**config.mk**
```make
export PLATFORM = sky130hd
export DESIGN_NAME = hcbp_packer
export DESIGN_NICKNAME = d
export VERILOG_FILES = /design/src/hcbp_pkg.sv /design/src/hcbp_packer.sv
export SDC_FILE = /design/constraint.sdc
export NUM_CORES = 1
export LEC_CHECK = 0
export BUFFER_PORTS_ARGS = -buffer_cell sky130_fd_sc_hd__buf_2
export CAP_MARGIN = 0
export CORE_UTILIZATION = 40
export DETAILED_ROUTE_END_ITERATION = 16
export SKIP_LAST_GASP = 1
export SLEW_MARGIN = 40
export SYNTH_ARGS = -nofsm -noshare
export SYNTH_HDL_FRONTEND = slang
export SYNTH_SLANG_ARGS = --single-unit
```
**constraint.sdc**
```tcl
create_clock -name clk -period 5.4 [get_ports clk]
set_input_delay 0.81 -clock clk [delete_from_list [all_inputs] [get_ports clk]]
set_output_delay 0.81 -clock clk [all_outputs]
set_load 0.1 [all_outputs]
```
**src/hcbp_pkg.sv**
```systemverilog
// Shared constants and types for the Huffman code bit packer.
package hcbp_pkg;

  localparam int SYMBOL_COUNT  = 256;
  localparam int MAX_CODE_BITS = 32;

  localparam int SYM_W    = 8;
  localparam int SYM_AW   = (SYMBOL_COUNT > 1) ? $clog2(SYMBOL_COUNT) : 1;
  localparam int CODE_W   = 32;
  localparam int LEN_W    = 6;
  localparam int ACC_W    = 8;
  localparam int FILL_W   = 3;
  localparam int TOTAL_W  = 32;
  localparam int CODE_CAP = (MAX_CODE_BITS < CODE_W) ? MAX_CODE_BITS : CODE_W;
  localparam int COMB_W   = ACC_W + CODE_W;

  // A code plus a partial byte spans at most this many full bytes.
  localparam int MAX_BYTES = (CODE_CAP + ACC_W - 1) / ACC_W;
  localparam int BYTE_IW   = (MAX_BYTES > 1) ? $clog2(MAX_BYTES) : 1;
  localparam int CNT_W     = $clog2(MAX_BYTES + 2);

  localparam logic [SYM_W:0]     SYM_LIMIT = (SYM_W + 1)'(SYMBOL_COUNT);
  localparam logic [LEN_W-1:0]   LEN_CAP   = LEN_W'(CODE_CAP);

  localparam logic [1:0] FUNC_LOAD   = 2'd0;
  localparam logic [1:0] FUNC_ENCODE = 2'd1;
  localparam logic [1:0] FUNC_END    = 2'd2;

  localparam logic KIND_DATA    = 1'b0;
  localparam logic KIND_SUMMARY = 1'b1;

  typedef struct packed {
    logic               valid;
    logic [1:0]         func;
    logic               hit;
    logic [LEN_W-1:0]   len;
    logic [CODE_W-1:0]  code;
  } lookup_t;

  typedef struct packed {
    logic [MAX_BYTES-1:0][ACC_W-1:0] data;
    logic [CNT_W-1:0]                nbytes;
    logic                            summary;
    logic [TOTAL_W-1:0]              total;
  } group_t;

endpackage

```
**src/hcbp_packer.sv**
```systemverilog
// Bit accumulator: merges looked-up codes into bytes and builds result groups.
module hcbp_packer import hcbp_pkg::*; (
  input  logic    clk,
  input  logic    rst,
  input  lookup_t lk,
  input  logic    grp_free,
  output logic    take,
  output group_t  grp
);

  logic [ACC_W-1:0]   acc;
  logic [FILL_W-1:0]  fill;
  logic [TOTAL_W-1:0] total;

  logic [ACC_W-1:0]   acc_next;
  logic [FILL_W-1:0]  fill_next;
  logic [TOTAL_W-1:0] total_next;

  logic [LEN_W-1:0]   bits;
  logic [CNT_W-1:0]   nb;
  logic [FILL_W-1:0]  rem_fill;
  logic [CODE_W-1:0]  code_al;
  logic [ACC_W-1:0]   acc_al;
  logic [COMB_W-1:0]  comb;
  logic [COMB_W-1:0]  rest;
  logic [MAX_BYTES-1:0][ACC_W-1:0] bytes;

  assign take = lk.valid && grp_free;

  always_comb begin
    bits     = LEN_W'(fill) + lk.len;
    nb       = CNT_W'(bits >> $clog2(ACC_W));
    rem_fill = bits[FILL_W-1:0];
    // Left-align the code and the partial byte, then butt them together.
    code_al  = lk.code << (LEN_W'(CODE_W) - lk.len);
    acc_al   = acc << (4'(ACC_W) - 4'(fill));
    comb     = {acc_al, {CODE_W{1'b0}}} | ({code_al, {ACC_W{1'b0}}} >> fill);
    rest     = comb << (LEN_W'(nb) << $clog2(ACC_W));
    for (int k = 0; k < MAX_BYTES; k++) begin
      bytes[k] = comb[COMB_W-1-ACC_W*k -: ACC_W];
    end
  end

  always_comb begin
    acc_next    = acc;
    fill_next   = fill;
    total_next  = total;
    grp.data    = bytes;
    grp.nbytes  = '0;
    grp.summary = 1'b0;
    grp.total   = total;
    case (lk.func)
      FUNC_ENCODE: begin
        if (lk.hit) begin
          grp.nbytes = nb;
          acc_next   = rest[COMB_W-1 -: ACC_W] >> (4'(ACC_W) - 4'(rem_fill));
          fill_next  = rem_fill;
          total_next = total + TOTAL_W'(lk.len);
        end
      end
      FUNC_END: begin
        // Pad the partial byte with zeros and close the stream.
        grp.data[0] = acc_al;
        grp.nbytes  = (fill != '0) ? CNT_W'(1) : '0;
        grp.summary = 1'b1;
        acc_next    = '0;
        fill_next   = '0;
        total_next  = '0;
      end
      default: ;
    endcase
  end

  always_ff @(posedge clk) begin
    if (rst) begin
      acc   <= '0;
      fill  <= '0;
      total <= '0;
    end else if (take) begin
      acc   <= acc_next;
      fill  <= fill_next;
      total <= total_next;
    end
  end

endmodule

```
==> out/summary.txt <==
Outcome - finished clean
Post-synth ARST share - 0%
Final Skew - 0.00690 ns
Inserted Clock Buffers - 5
Pleak - 0.00350 µW
Pin count of the biggest net entering global routing - 55
Die X-Extent - 137 µm
Setup_tns - 0 ns
PnR worst setup slack - 0.256 ns
FF-to-FF End - acc[2]
Final slew viol count - 0
Post-synthesis sequential area ratio - 11.8%
Input/output buffers - 113
DR DRC count - 0
Clk root buf - clkbuf_16
Max_cap viols - 0
Crit path launch type - input port
FMAX - 194 MHz
CP startpoint - lk[32]
Routed vias/inst - 6.62
Grt total ovfl - 0
Most frequent cells in the layout - 104 x nand2_1, 92 x nor2_1, 84 x buf_2
Die area - 18,800 µm²
Share of cells above drive strength 1 - 25.9%
Sinks on Clock Net - 43
Yosys reg bits - 43
Fin. Hold Viols - 0
Starting density of the core - 40.8%
Worst-path maximum fanout - 29
DP Cell Count - 1,287
Yosys top cell area share - 11.8%
Core area - 18,000 µm²
Netlist cell types - 93
Hold path endpoint - acc[7]
Crit path kind - input port to output port
Dpl ws - 0.243 ns
Clk buf depth - 2
Placer Congestion - 0.984
FF-to-FF setup slack - 1.55 ns
Largest area contributor in the netlist - dfxtp_1
Actual slew at the worst max-slew pin - 0.922 ns
Commonest non-fill, non-tap cell in the layout - nand2_1
Crit path time final - 5.14 ns
Ant diodes - 0
Clock Latency Late Sink - 0.29 ns
Initial DRC Count - 1,001
Syn_nets - 1,032
Mapped Area - 7320 µm²
Reg-to-Reg Start - fill[1]
Tcrit/Tclk final - 95.3%
Hold WC Path Type - flop to flop
Hold path start - acc[7]
Syn Inst Count - 970
Hold path cells - 2
Worst vdd ir - 249 µV
Final Instance Count excl. Fillers - 1,295
DR vias - 8,578
Required @ worst endpoint - 4.59 ns
Pwr per Cell Area - 187 nW/µm²
CTS tree - built
Initial antenna violation count - 0
Routed WL per cell - 21.2 µm
Worst EP arrival - 4.33 ns
Cells on worst reg2reg path - 14
GRT Resource Usage Total - 29.5%
Hpwl dp - 21,000 µm
Layout Nets - 1,127
Syn_area_per_cell - 7.55 µm²
H-tree level count - 2
Global-route wire length before repair - 43,600 µm
Area grow syn2layout - 22.5%
Vias in the first global route - 7,956
# fillers - 1,767
Pre-antenna DRT Iters - 6
Ranking of synthesized cells by area - dfxtp_1 12%, mux4_2 11%, mux2i_1 6.7%
EDFF count, synth - 0
Die H - 137 µm
Slew headroom - 38.3%
IO Pins - 114
Final setup viols - 0
Setup crit end kind - output port
Row count - 49
Ys flop type - dfxtp_1
Routed Antenna Nets - 0
Synth warn - 0
Clock Pin Slew Worst Setup and Hold Paths - 0.06 ns
Final WL - 27,500 µm
RSZ-0062 raised after global routing - no
==> critical path, stage by stage <==
cell and delay, ns:
buf_2 0.14, inv_2 0.05, ha_2 0.49, buf_12 0.24, mux4_2 0.34, mux2_2 0.30
a222oi_1 0.57, mux2i_1 0.24, a211oi_2 0.53, nor2_1 0.08, a21oi_1 0.17, o22ai_2 0.12
buf_12 0.22
==> power breakdown <==
part	switching, µW	internal (µW)
logic	647	355
clock network	126	230
registers	2.73	320
total	775	904
==> layer usage <==
layer  GRT usage [%]  wire (µm)  part of all wire (%)
met1            39.7      11400                    42
met2            46.7      12400                    45
met3            4.93       2670                   9.7
met4            11.7       1010                   3.7
met5               0          0                     0
==> Yosys cell counts (all sizes together) (4+ instances only) <==
| cell type | n |
|---|---|
| a21oi | 55 |
| nand4 | 13 |
| a32oi | 5 |
| nor4 | 9 |
| inv | 22 |
| o2bb2ai | 4 |
| a211o | 4 |
| nor2 | 94 |
| a2111oi | 6 |
| a222oi | 5 |
| ha | 15 |
| o221ai | 9 |
| nand2 | 104 |
| buf | 38 |
| or3 | 7 |
| xor2 | 17 |
| a21o | 10 |
| mux2 | 18 |
| clkbuf | 37 |
| mux2i | 49 |
| o32ai | 8 |
| and2 | 12 |
| a22oi | 26 |
| a31oi | 10 |
| nor3 | 46 |
| a211oi | 26 |
| nor2b | 17 |
| mux4 | 36 |
| a32o | 5 |
| and3 | 12 |
| xnor2 | 18 |
| nand2b | 5 |
| o22ai | 8 |
| o21ai | 48 |
| dfxtp | 43 |
| o31ai | 14 |
| o211ai | 14 |
| a221oi | 10 |
| nand3 | 43 |
==> cells by family (layout without fill, tap and decap cells) <==
group | after synthesis | after routing | share of synthesized area (%)
flops | 43 | 43 | 11.8
compound gates | 296 | 296 | 29.6
xor+xnor | 35 | 35 | 4.29
simple gates | 376 | 376 | 24.7
fa+ha+maj | 17 | 17 | 3.11
mux | 103 | 103 | 20.5
buf+inv | 100 | 196 | 6.00
==> timing repair <==
item,CTS,global route
hold buffers,0,0
setup endpoints to repair,0,1
buffers inserted,0,0
gates resized for setup,0,1
==> worst max-delay path by stage <==
| stage | to | cells past startpoint |
|---|---|---|
| floorplan | acc[2] | 17 |
| CTS | grp[38] | 14 |
| finish | grp[38] | 13 |
| global placement | grp[38] | 14 |
| detailed placement | grp[38] | 14 |
| global route | grp[38] | 13 |
==> layout make-up <==
cell class	instances	area [µm²]	share of cell area, %
Multi-Input combinational cell	827	6150	68.6
Timing Repair Buffer	163	1400	15.6
Sequential cell	43	863	9.63
Tap cell	229	287	3.20
Clock buffer	6	139	1.55
Inverter	25	93.8	1.05
Clock inverter	2	35.0	0.391
==> sequential cells by signal, indices dropped and copies added, names as in the netlist <==
register	flops
total	32
acc	8
fill	3
==> through the flow <==
stage	total power (µW)	instance area, µm²	hold slack (ns)	utilization [%]
2_1_floorplan	996	7420	0.432	-
3_3_place_gp	1310	8780	0.456	48.9
3_5_place_dp	1310	8780	0.459	48.9
4_1_cts	1670	8960	0.469	49.9
5_1_grt	1750	8970	0.491	49.9
6_report	1680	8970	0.466	49.9
Note: power is estimated with default switching activity, not from simulation.
