### config.mk
export PLATFORM = sky130hd
export DESIGN_NAME = hcbp_out
export DESIGN_NICKNAME = d
export VERILOG_FILES = /design/src/hcbp_pkg.sv /design/src/hcbp_out.sv
export SDC_FILE = /design/constraint.sdc
export NUM_CORES = 1
export LEC_CHECK = 0
export BUFFER_PORTS_ARGS = -buffer_cell sky130_fd_sc_hd__buf_2
export CORE_ASPECT_RATIO = 1.4
export CORE_UTILIZATION = 50
export CTS_BUF_LIST = sky130_fd_sc_hd__clkbuf_8
export DETAILED_ROUTE_END_ITERATION = 7
export GPL_TIMING_DRIVEN = 0
export HOLD_SLACK_MARGIN = 0.15
export PLACE_DENSITY = 0.9
export SLEW_MARGIN = 0
export SYNTH_ARGS = -nofsm -noshare
export SYNTH_HDL_FRONTEND = slang
export SYNTH_SLANG_ARGS = --single-unit
### constraint.sdc
create_clock -name clk -period 1.5 [get_ports clk]
set_input_delay 0.075 -clock clk [delete_from_list [all_inputs] [get_ports clk]]
set_output_delay 0.075 -clock clk [all_outputs]
set_load 0.02 [all_outputs]
### src/hcbp_pkg.sv
// Shared constants and types for the Huffman code bit packer.
package hcbp_pkg;

  localparam int SYMBOL_COUNT  = 256;
  localparam int MAX_CODE_BITS = 32;

  localparam int SYM_W    = 8;
  localparam int SYM_AW   = (SYMBOL_COUNT > 1) ? $clog2(SYMBOL_COUNT) : 1;
  localparam int CODE_W   = 32;
  localparam int LEN_W    = 6;
  localparam int ACC_W    = 8;
  localparam int FILL_W   = 3;
  localparam int TOTAL_W  = 32;
  localparam int CODE_CAP = (MAX_CODE_BITS < CODE_W) ? MAX_CODE_BITS : CODE_W;
  localparam int COMB_W   = ACC_W + CODE_W;

  // A code plus a partial byte spans at most this many full bytes.
  localparam int MAX_BYTES = (CODE_CAP + ACC_W - 1) / ACC_W;
  localparam int BYTE_IW   = (MAX_BYTES > 1) ? $clog2(MAX_BYTES) : 1;
  localparam int CNT_W     = $clog2(MAX_BYTES + 2);

  localparam logic [SYM_W:0]     SYM_LIMIT = (SYM_W + 1)'(SYMBOL_COUNT);
  localparam logic [LEN_W-1:0]   LEN_CAP   = LEN_W'(CODE_CAP);

  localparam logic [1:0] FUNC_LOAD   = 2'd0;
  localparam logic [1:0] FUNC_ENCODE = 2'd1;
  localparam logic [1:0] FUNC_END    = 2'd2;

  localparam logic KIND_DATA    = 1'b0;
  localparam logic KIND_SUMMARY = 1'b1;

  typedef struct packed {
    logic               valid;
    logic [1:0]         func;
    logic               hit;
    logic [LEN_W-1:0]   len;
    logic [CODE_W-1:0]  code;
  } lookup_t;

  typedef struct packed {
    logic [MAX_BYTES-1:0][ACC_W-1:0] data;
    logic [CNT_W-1:0]                nbytes;
    logic                            summary;
    logic [TOTAL_W-1:0]              total;
  } group_t;

endpackage

### src/hcbp_out.sv
// Result group register: drains data bytes and the summary one transaction at a time.
module hcbp_out import hcbp_pkg::*; (
  input  logic               clk,
  input  logic               rst,
  input  logic               grp_load,
  input  group_t             grp,
  output logic               grp_free,
  output logic               out_valid,
  input  logic               out_ready,
  output logic               out_kind,
  output logic [ACC_W-1:0]   packed_byte,
  output logic [TOTAL_W-1:0] bit_count,
  output logic               last_of_run
);

  group_t           held;
  logic [CNT_W-1:0] rem;
  logic [CNT_W-1:0] ptr;
  logic             fire;

  assign fire      = out_valid && out_ready;
  assign out_valid = (rem != '0);
  assign grp_free  = (rem == '0) || ((rem == CNT_W'(1)) && out_ready);

  always_ff @(posedge clk) begin
    if (rst) begin
      rem <= '0;
      ptr <= '0;
    end else if (grp_load) begin
      rem <= grp.nbytes + CNT_W'(grp.summary);
      ptr <= '0;
    end else if (fire) begin
      rem <= rem - CNT_W'(1);
      ptr <= ptr + CNT_W'(1);
    end
  end

  always_ff @(posedge clk) begin
    if (grp_load) begin
      held <= grp;
    end
  end

  always_comb begin
    out_kind    = (ptr < held.nbytes) ? KIND_DATA : KIND_SUMMARY;
    packed_byte = (out_kind == KIND_DATA) ? held.data[ptr[BYTE_IW-1:0]] : '0;
    bit_count   = (out_kind == KIND_SUMMARY) ? held.total : '0;
    last_of_run = (rem == CNT_W'(1));
  end

endmodule

==> run metrics, run 1 <==
H-tree Lvls 3; Num CTS Buffers 9; Seq/Total Area, Yosys 71.4%; CTS tree yes; Clk pin slew, worst setup/hold paths 0.07 ns; vias 2414; Overall Power 5260 µW; crit path DAT 1.82 ns; Crit path max-delay family buffers and inverters; Setup Total Neg Slack -12.67 ns; drt drc 0; CP max stage delay 0.34 ns; starting density of the core 52.9%; outcome finished, violations left; GR Overflow Total 0; FF-to-FF path depth 6; cells after synthesis 178; Mean Syn Cell Area 16.8 µm²; Layout Utilization 87.6%; Longest Clk Path Bufs 2; Yosys reg bits 73; Detailed Place HPWL 4040 µm; number of synthesized flops with an enable pin 67; worst hold endpoint rem[1]$_SDFFE_PP0P_; Total GRT Usage 28.7%; Placer Congestion 0.763; Max Slew Vio Count 0; setup ws final -0.390 ns; hold_ws 0.271 ns; DRT Pass-1 Iters 4; crit path max fanout 10; Post-synth top flop edfxtp_1; Least-Margin Pin Slew 0.923 ns; reg2reg start rem[0]$_SDFFE_PP0P_; TritonCTS Sinks 73; worst vdd ir 1.11 mV; largest net degree at the start of global routing 74; Clk Latency, worst-skew pair 0.34 ns; core box area 5650 µm²; violated checks negative setup slack; antenna violations before repair 0; Final Setup Violations 41; Buf/Inv on CP 4; pwr dens 1060 nW/µm²; reg2reg setup slack 0.10 ns; Synth warnings 0; Netlist Area Pre-Place 2980 µm²; commonest non-fill, non-tap cells in the layout buf_2, dlygate4sd3_1, edfxtp_1; final worst path period need 1.89 ns; first-pass GRT wire length 12300 µm; layout cells sized above 1 50.3%; Final period util 126%; Slowest-stage cell, CP edfxtp_1; Die Ht 93.4 µm; critical path's most frequent cell buf_6; number of global-route vias before repair 2493; wire per inst 19.8 µm; final net count 461; die width 67.3 µm; antenna diode count 0; Critical Setup Path Class reg2out; Post-synth ARST share 0%; static leakage 0.00202 µW; IO Count 116; required time worst endpoint 1.42 ns; Worst Min Path Start grp[32]; number of port buffers 115; CP Launch Type register; Synth top area share 67.4%; Synth area leader edfxtp_1; Setup Skew 0.00227 ns; Max Cap Viol 0; Post-Route WL 9000 µm; main area contributors after synthesis edfxtp_1, nor3b_1, mux4_2, dfxtp_1, ha_1; worst-path cell chain inv_2, ha_4, a211oi_4, buf_6, buf_6, nor3b_1, buf_2; DIE AREA 6290 µm²; Final ANT Viol Nets 0; Final Hold Fails 0; FF-to-FF End rem[1]$_SDFFE_PP0P_; RSZ-0062 raised after global routing yes; crit end category primary output; commonest non-fill, non-tap cell in the layout buf_2; Hold Crit Class in2reg; DP Worst Slack -0.338 ns; Row Count 32; Syn Nets 258; slew margin rel. 38.5%; CTS Root Cell clkbuf_8; synthesis-to-finish area growth 65.7%; vias per cell 5.32; f_max 529 MHz; Synth cell types 31; 1st-iter DRT viols 148; Hold Path Depth 5
[flip-flops by register name (all words and copies together) (netlist names)]
name  flops
rem       3
held     67
ptr       3
[through the flow]
stage / std cells / cell area [µm²]
after global routing: 454 / 4950
after global placement: 361 / 3640
after floorplan: 178 / 2980
after CTS: 453 / 4830
final: 454 / 4950
after detailed placement: 361 / 3640
[worst min-delay path: stages]
cell and delay (ns):
buf_2 0.08, ha_1 0.14, ha_1 0.12, nand2_1 0.05, o32ai_1 0.11
[synthesized netlist by cell type (2+ instances only)]
library cell and n:
inv_1 7, clkbuf_1 5, edfxtp_1 67, dfxtp_1 6, ha_1 8, a21oi_1 6, mux4_2 8, nor3b_1 32
nand2_1 3, o21ai_0 2, buf_2 5, o21a_1 8, nor2_1 3
[cells by family after synthesis]
logic type	count (synthesis)	synth area share, %
compound gates	23	5.41
xor+xnor	1	0.294
fa+ha+maj	8	3.35
buf+inv	18	2.47
flops	73	71.4
mux	8	6.04
simple gates	47	11.0
[cell type report]
class | instances | area [µm²]
Sequential cell | 73 | 2130
Timing Repair Buffer | 192 | 1430
Multi-Input combinational cell | 87 | 928
Fill cell | 242 | 699
Clock buffer | 9 | 124
Clock inverter | 7 | 120
Buffer | 10 | 95.1
Tap cell | 68 | 85.1
Inverter | 8 | 30.0
[per-layer routing]
metal	global-route usage (%)	routed length (µm)	up-vias
met5	0	0	-
met4	16.3	420	0
met3	6.10	426	32
met2	54.7	5240	124
met1	26.6	2920	1163
li1	-	-	1095
[timing repair]
item                                   CTS  global route
gates resized for setup                 63            29
setup endpoints to repair               43            44
endpoints found under the hold margin   73             0
pin swaps                                6             7
setup buffers                            4             1
hold buffers                            69             0
cloned                                   3             0
[report_power, final]
part	switching, µW	total, µW	internal, µW	leakage [µW]
clock network	740	1850	1110	0.000125
logic	463	963	501	0.00119
registers	56.5	2450	2400	0.000706
[worst max-delay path by stage]
stage          cells past startpoint             end          startpoint  slack, ns
6_report                           7   bit_count[10]  held[34]$_DFFE_PP_      -0.39
5_1_grt                            7  packed_byte[0]  held[34]$_DFFE_PP_      -0.45
4_1_cts                            7  packed_byte[4]  held[34]$_DFFE_PP_      -0.36
3_5_place_dp                       6  packed_byte[4]  held[35]$_DFFE_PP_      -0.34
3_3_place_gp                       6  packed_byte[4]  held[35]$_DFFE_PP_      -0.31
2_1_floorplan                      5   bit_count[10]  held[34]$_DFFE_PP_       0.02
Power figures use the tool's default switching activity.
==> run 2, diff against run 1 <==
- REMOVE_ABC_BUFFERS: not set -> 1
==> run metrics, run 2 (synthesis gave the netlist of run 1 again) <==
Largest register FFs 67 (unchanged); Slowest-stage cell, CP edfxtp_1; violated checks negative setup slack; Post-Route WL 10300 µm (+14%); Buf/Inv on CP 4 (unchanged); IO Count 116 (unchanged); worst vdd ir 0.838 mV (-24%); Least-Margin Pin Slew 0.895 ns (-0.0280 ns); vias 2542 (+5.3%); Total GRT Usage 31.1% (+2.4 points); DIE AREA 6290 µm² (unchanged); required time worst endpoint 1.42 ns (about the same); starting density of the core 52.9% (unchanged); Final ANT Viol Nets 0 (unchanged); 1st-iter DRT viols 268 (+81%); CTS Root Cell clkbuf_8; Final Hold Fails 0 (unchanged); f_max 496 MHz (-6.3%); number of global-route vias before repair 2661 (+6.7%); largest net degree at the start of global routing 74 (unchanged); die width 67.3 µm (unchanged); pwr dens 969 nW/µm² (-8.9%); Row Count 32 (unchanged); Crit path max-delay family buffers and inverters; CP max stage delay 0.39 ns (+0.05 ns); outcome finished, violations left; Regs by FF count held (67), ptr (3), rem (3); Final Setup Violations 42 (+2.4%); DRT Pass-1 Iters 5 (+1); final worst path period need 2.02 ns (+0.128 ns); vias per cell 5.50 (+3.5%); Hold Crit Class in2reg; crit end category primary output; Overall Power 4810 µW (-8.5%); crit path DAT 1.94 ns (+0.12 ns); commonest non-fill, non-tap cells in the layout buf_2, dlygate4sd3_1, edfxtp_1; slew margin rel. 40.3% (+1.9 points); antenna violations before repair 0 (unchanged); CP Launch Type register; layout cells sized above 1 48.0% (-2.3 points); RSZ-0062 raised after global routing yes; Detailed Place HPWL 3910 µm (-3.2%); Final period util 135% (+8.5 points); static leakage 0.00202 µW (about the same); core box area 5650 µm² (unchanged); antenna diode count 0 (unchanged); drt drc 0 (unchanged); Die Ht 93.4 µm (unchanged); GR Overflow Total 0 (unchanged); synthesis-to-finish area growth 66.4%; setup ws final -0.518 ns (-0.128 ns); critical path's most frequent cell buf_6; worst-path cell chain inv_2, ha_4, a211oi_4, buf_6, buf_12, o21a_1, buf_6; TritonCTS Sinks 73 (unchanged); Setup Skew 0.00578 ns (+0.00352 ns); Setup Total Neg Slack -17.85 ns (-5.17 ns); Top reg by flops held; number of port buffers 115 (unchanged); Max Slew Vio Count 0 (unchanged); crit path max fanout 8 (-2); commonest non-fill, non-tap cell in the layout buf_2; wire per inst 22.2 µm (+12%); final net count 469 (+1.7%); DP Worst Slack -1.02 ns (-0.685 ns); H-tree Lvls 3 (unchanged); Clk pin slew, worst setup/hold paths 0.08 ns (about the same); Max Cap Viol 0 (unchanged); Num CTS Buffers 9 (unchanged); Critical Setup Path Class reg2out; CTS tree yes; Clk Latency, worst-skew pair 0.34 ns (about the same); Longest Clk Path Bufs 2 (unchanged); first-pass GRT wire length 13300 µm (+8.3%); Placer Congestion 0.819 (+7.3%)
## run 2: stage by stage
stage	instance area [µm²]	instances	hold WS, ns	util, %
after global placement	3600	351	0.252	63.8
after detailed placement	3630	352	0.253	64.3
after floorplan	2940	168	0.148	-
final	4970	462	0.303	88.0
after CTS	4790	453	0.257	84.8
after global routing	4970	462	0.301	88.0
## run 2: path summary, 6_finish.rpt
path,from,to,slack (ns),depth (start not counted)
max,held[34]$_DFFE_PP_,packed_byte[2],-0.52,7
min reg2reg,ptr[2]$_SDFFE_PP0P_,ptr[2]$_SDFFE_PP0P_,0.57,2
max reg2reg,rem[0]$_SDFFE_PP0P_,ptr[2]$_SDFFE_PP0P_,-0.04,6
min,grp[32],rem[1]$_SDFFE_PP0P_,0.30,5
## run 2: layout make-up
type,count,area [µm²]
sequential,73,2140
timing repair buffer,206,1610
multi-input combinational,91,927
fill,228,679
clock buffer,9,124
tap,68,85.1
clock inverter,7,36.3
inverter,8,35.0
## run 2: tightest hold or removal path, delay by kind of cell
family	cells	cell delay (ns)
buf+inv	1	0.08
fa+ha+maj	2	0.24
compound gates	1	0.14
simple gates	1	0.04
## run 2: routing by layer
| layer | track usage [%] | vias up | part of all wire [%] |
|---|---|---|---|
| met5 | 0 | - | 0 |
| met4 | 17.4 | 0 | 3.4 |
| met3 | 7.93 | 33 | 6.8 |
| met2 | 53.8 | 163 | 55 |
| met1 | 33.4 | 1228 | 34 |
| li1 | - | 1118 | - |
## run 2: report_power, final
part | internal (µW) | leakage (µW) | switching, µW | total, µW
clock network | 581 | 0.0000796 | 735 | 1320
registers | 2390 | 0.000707 | 58.0 | 2450
logic | 540 | 0.00123 | 506 | 1050
total | 3510 | 0.00202 | 1300 | 4810
## run 2: repair_timing
action / in CTS / in global routing
gates cloned: 5 / 1
setup buffers: 11 / 8
endpoints found under the setup margin: 45 / 47
hold buffers: 69 / 0
pin swaps: 6 / 5
hold endpoints to repair: 73 / 0
resized for setup: 39 / 27
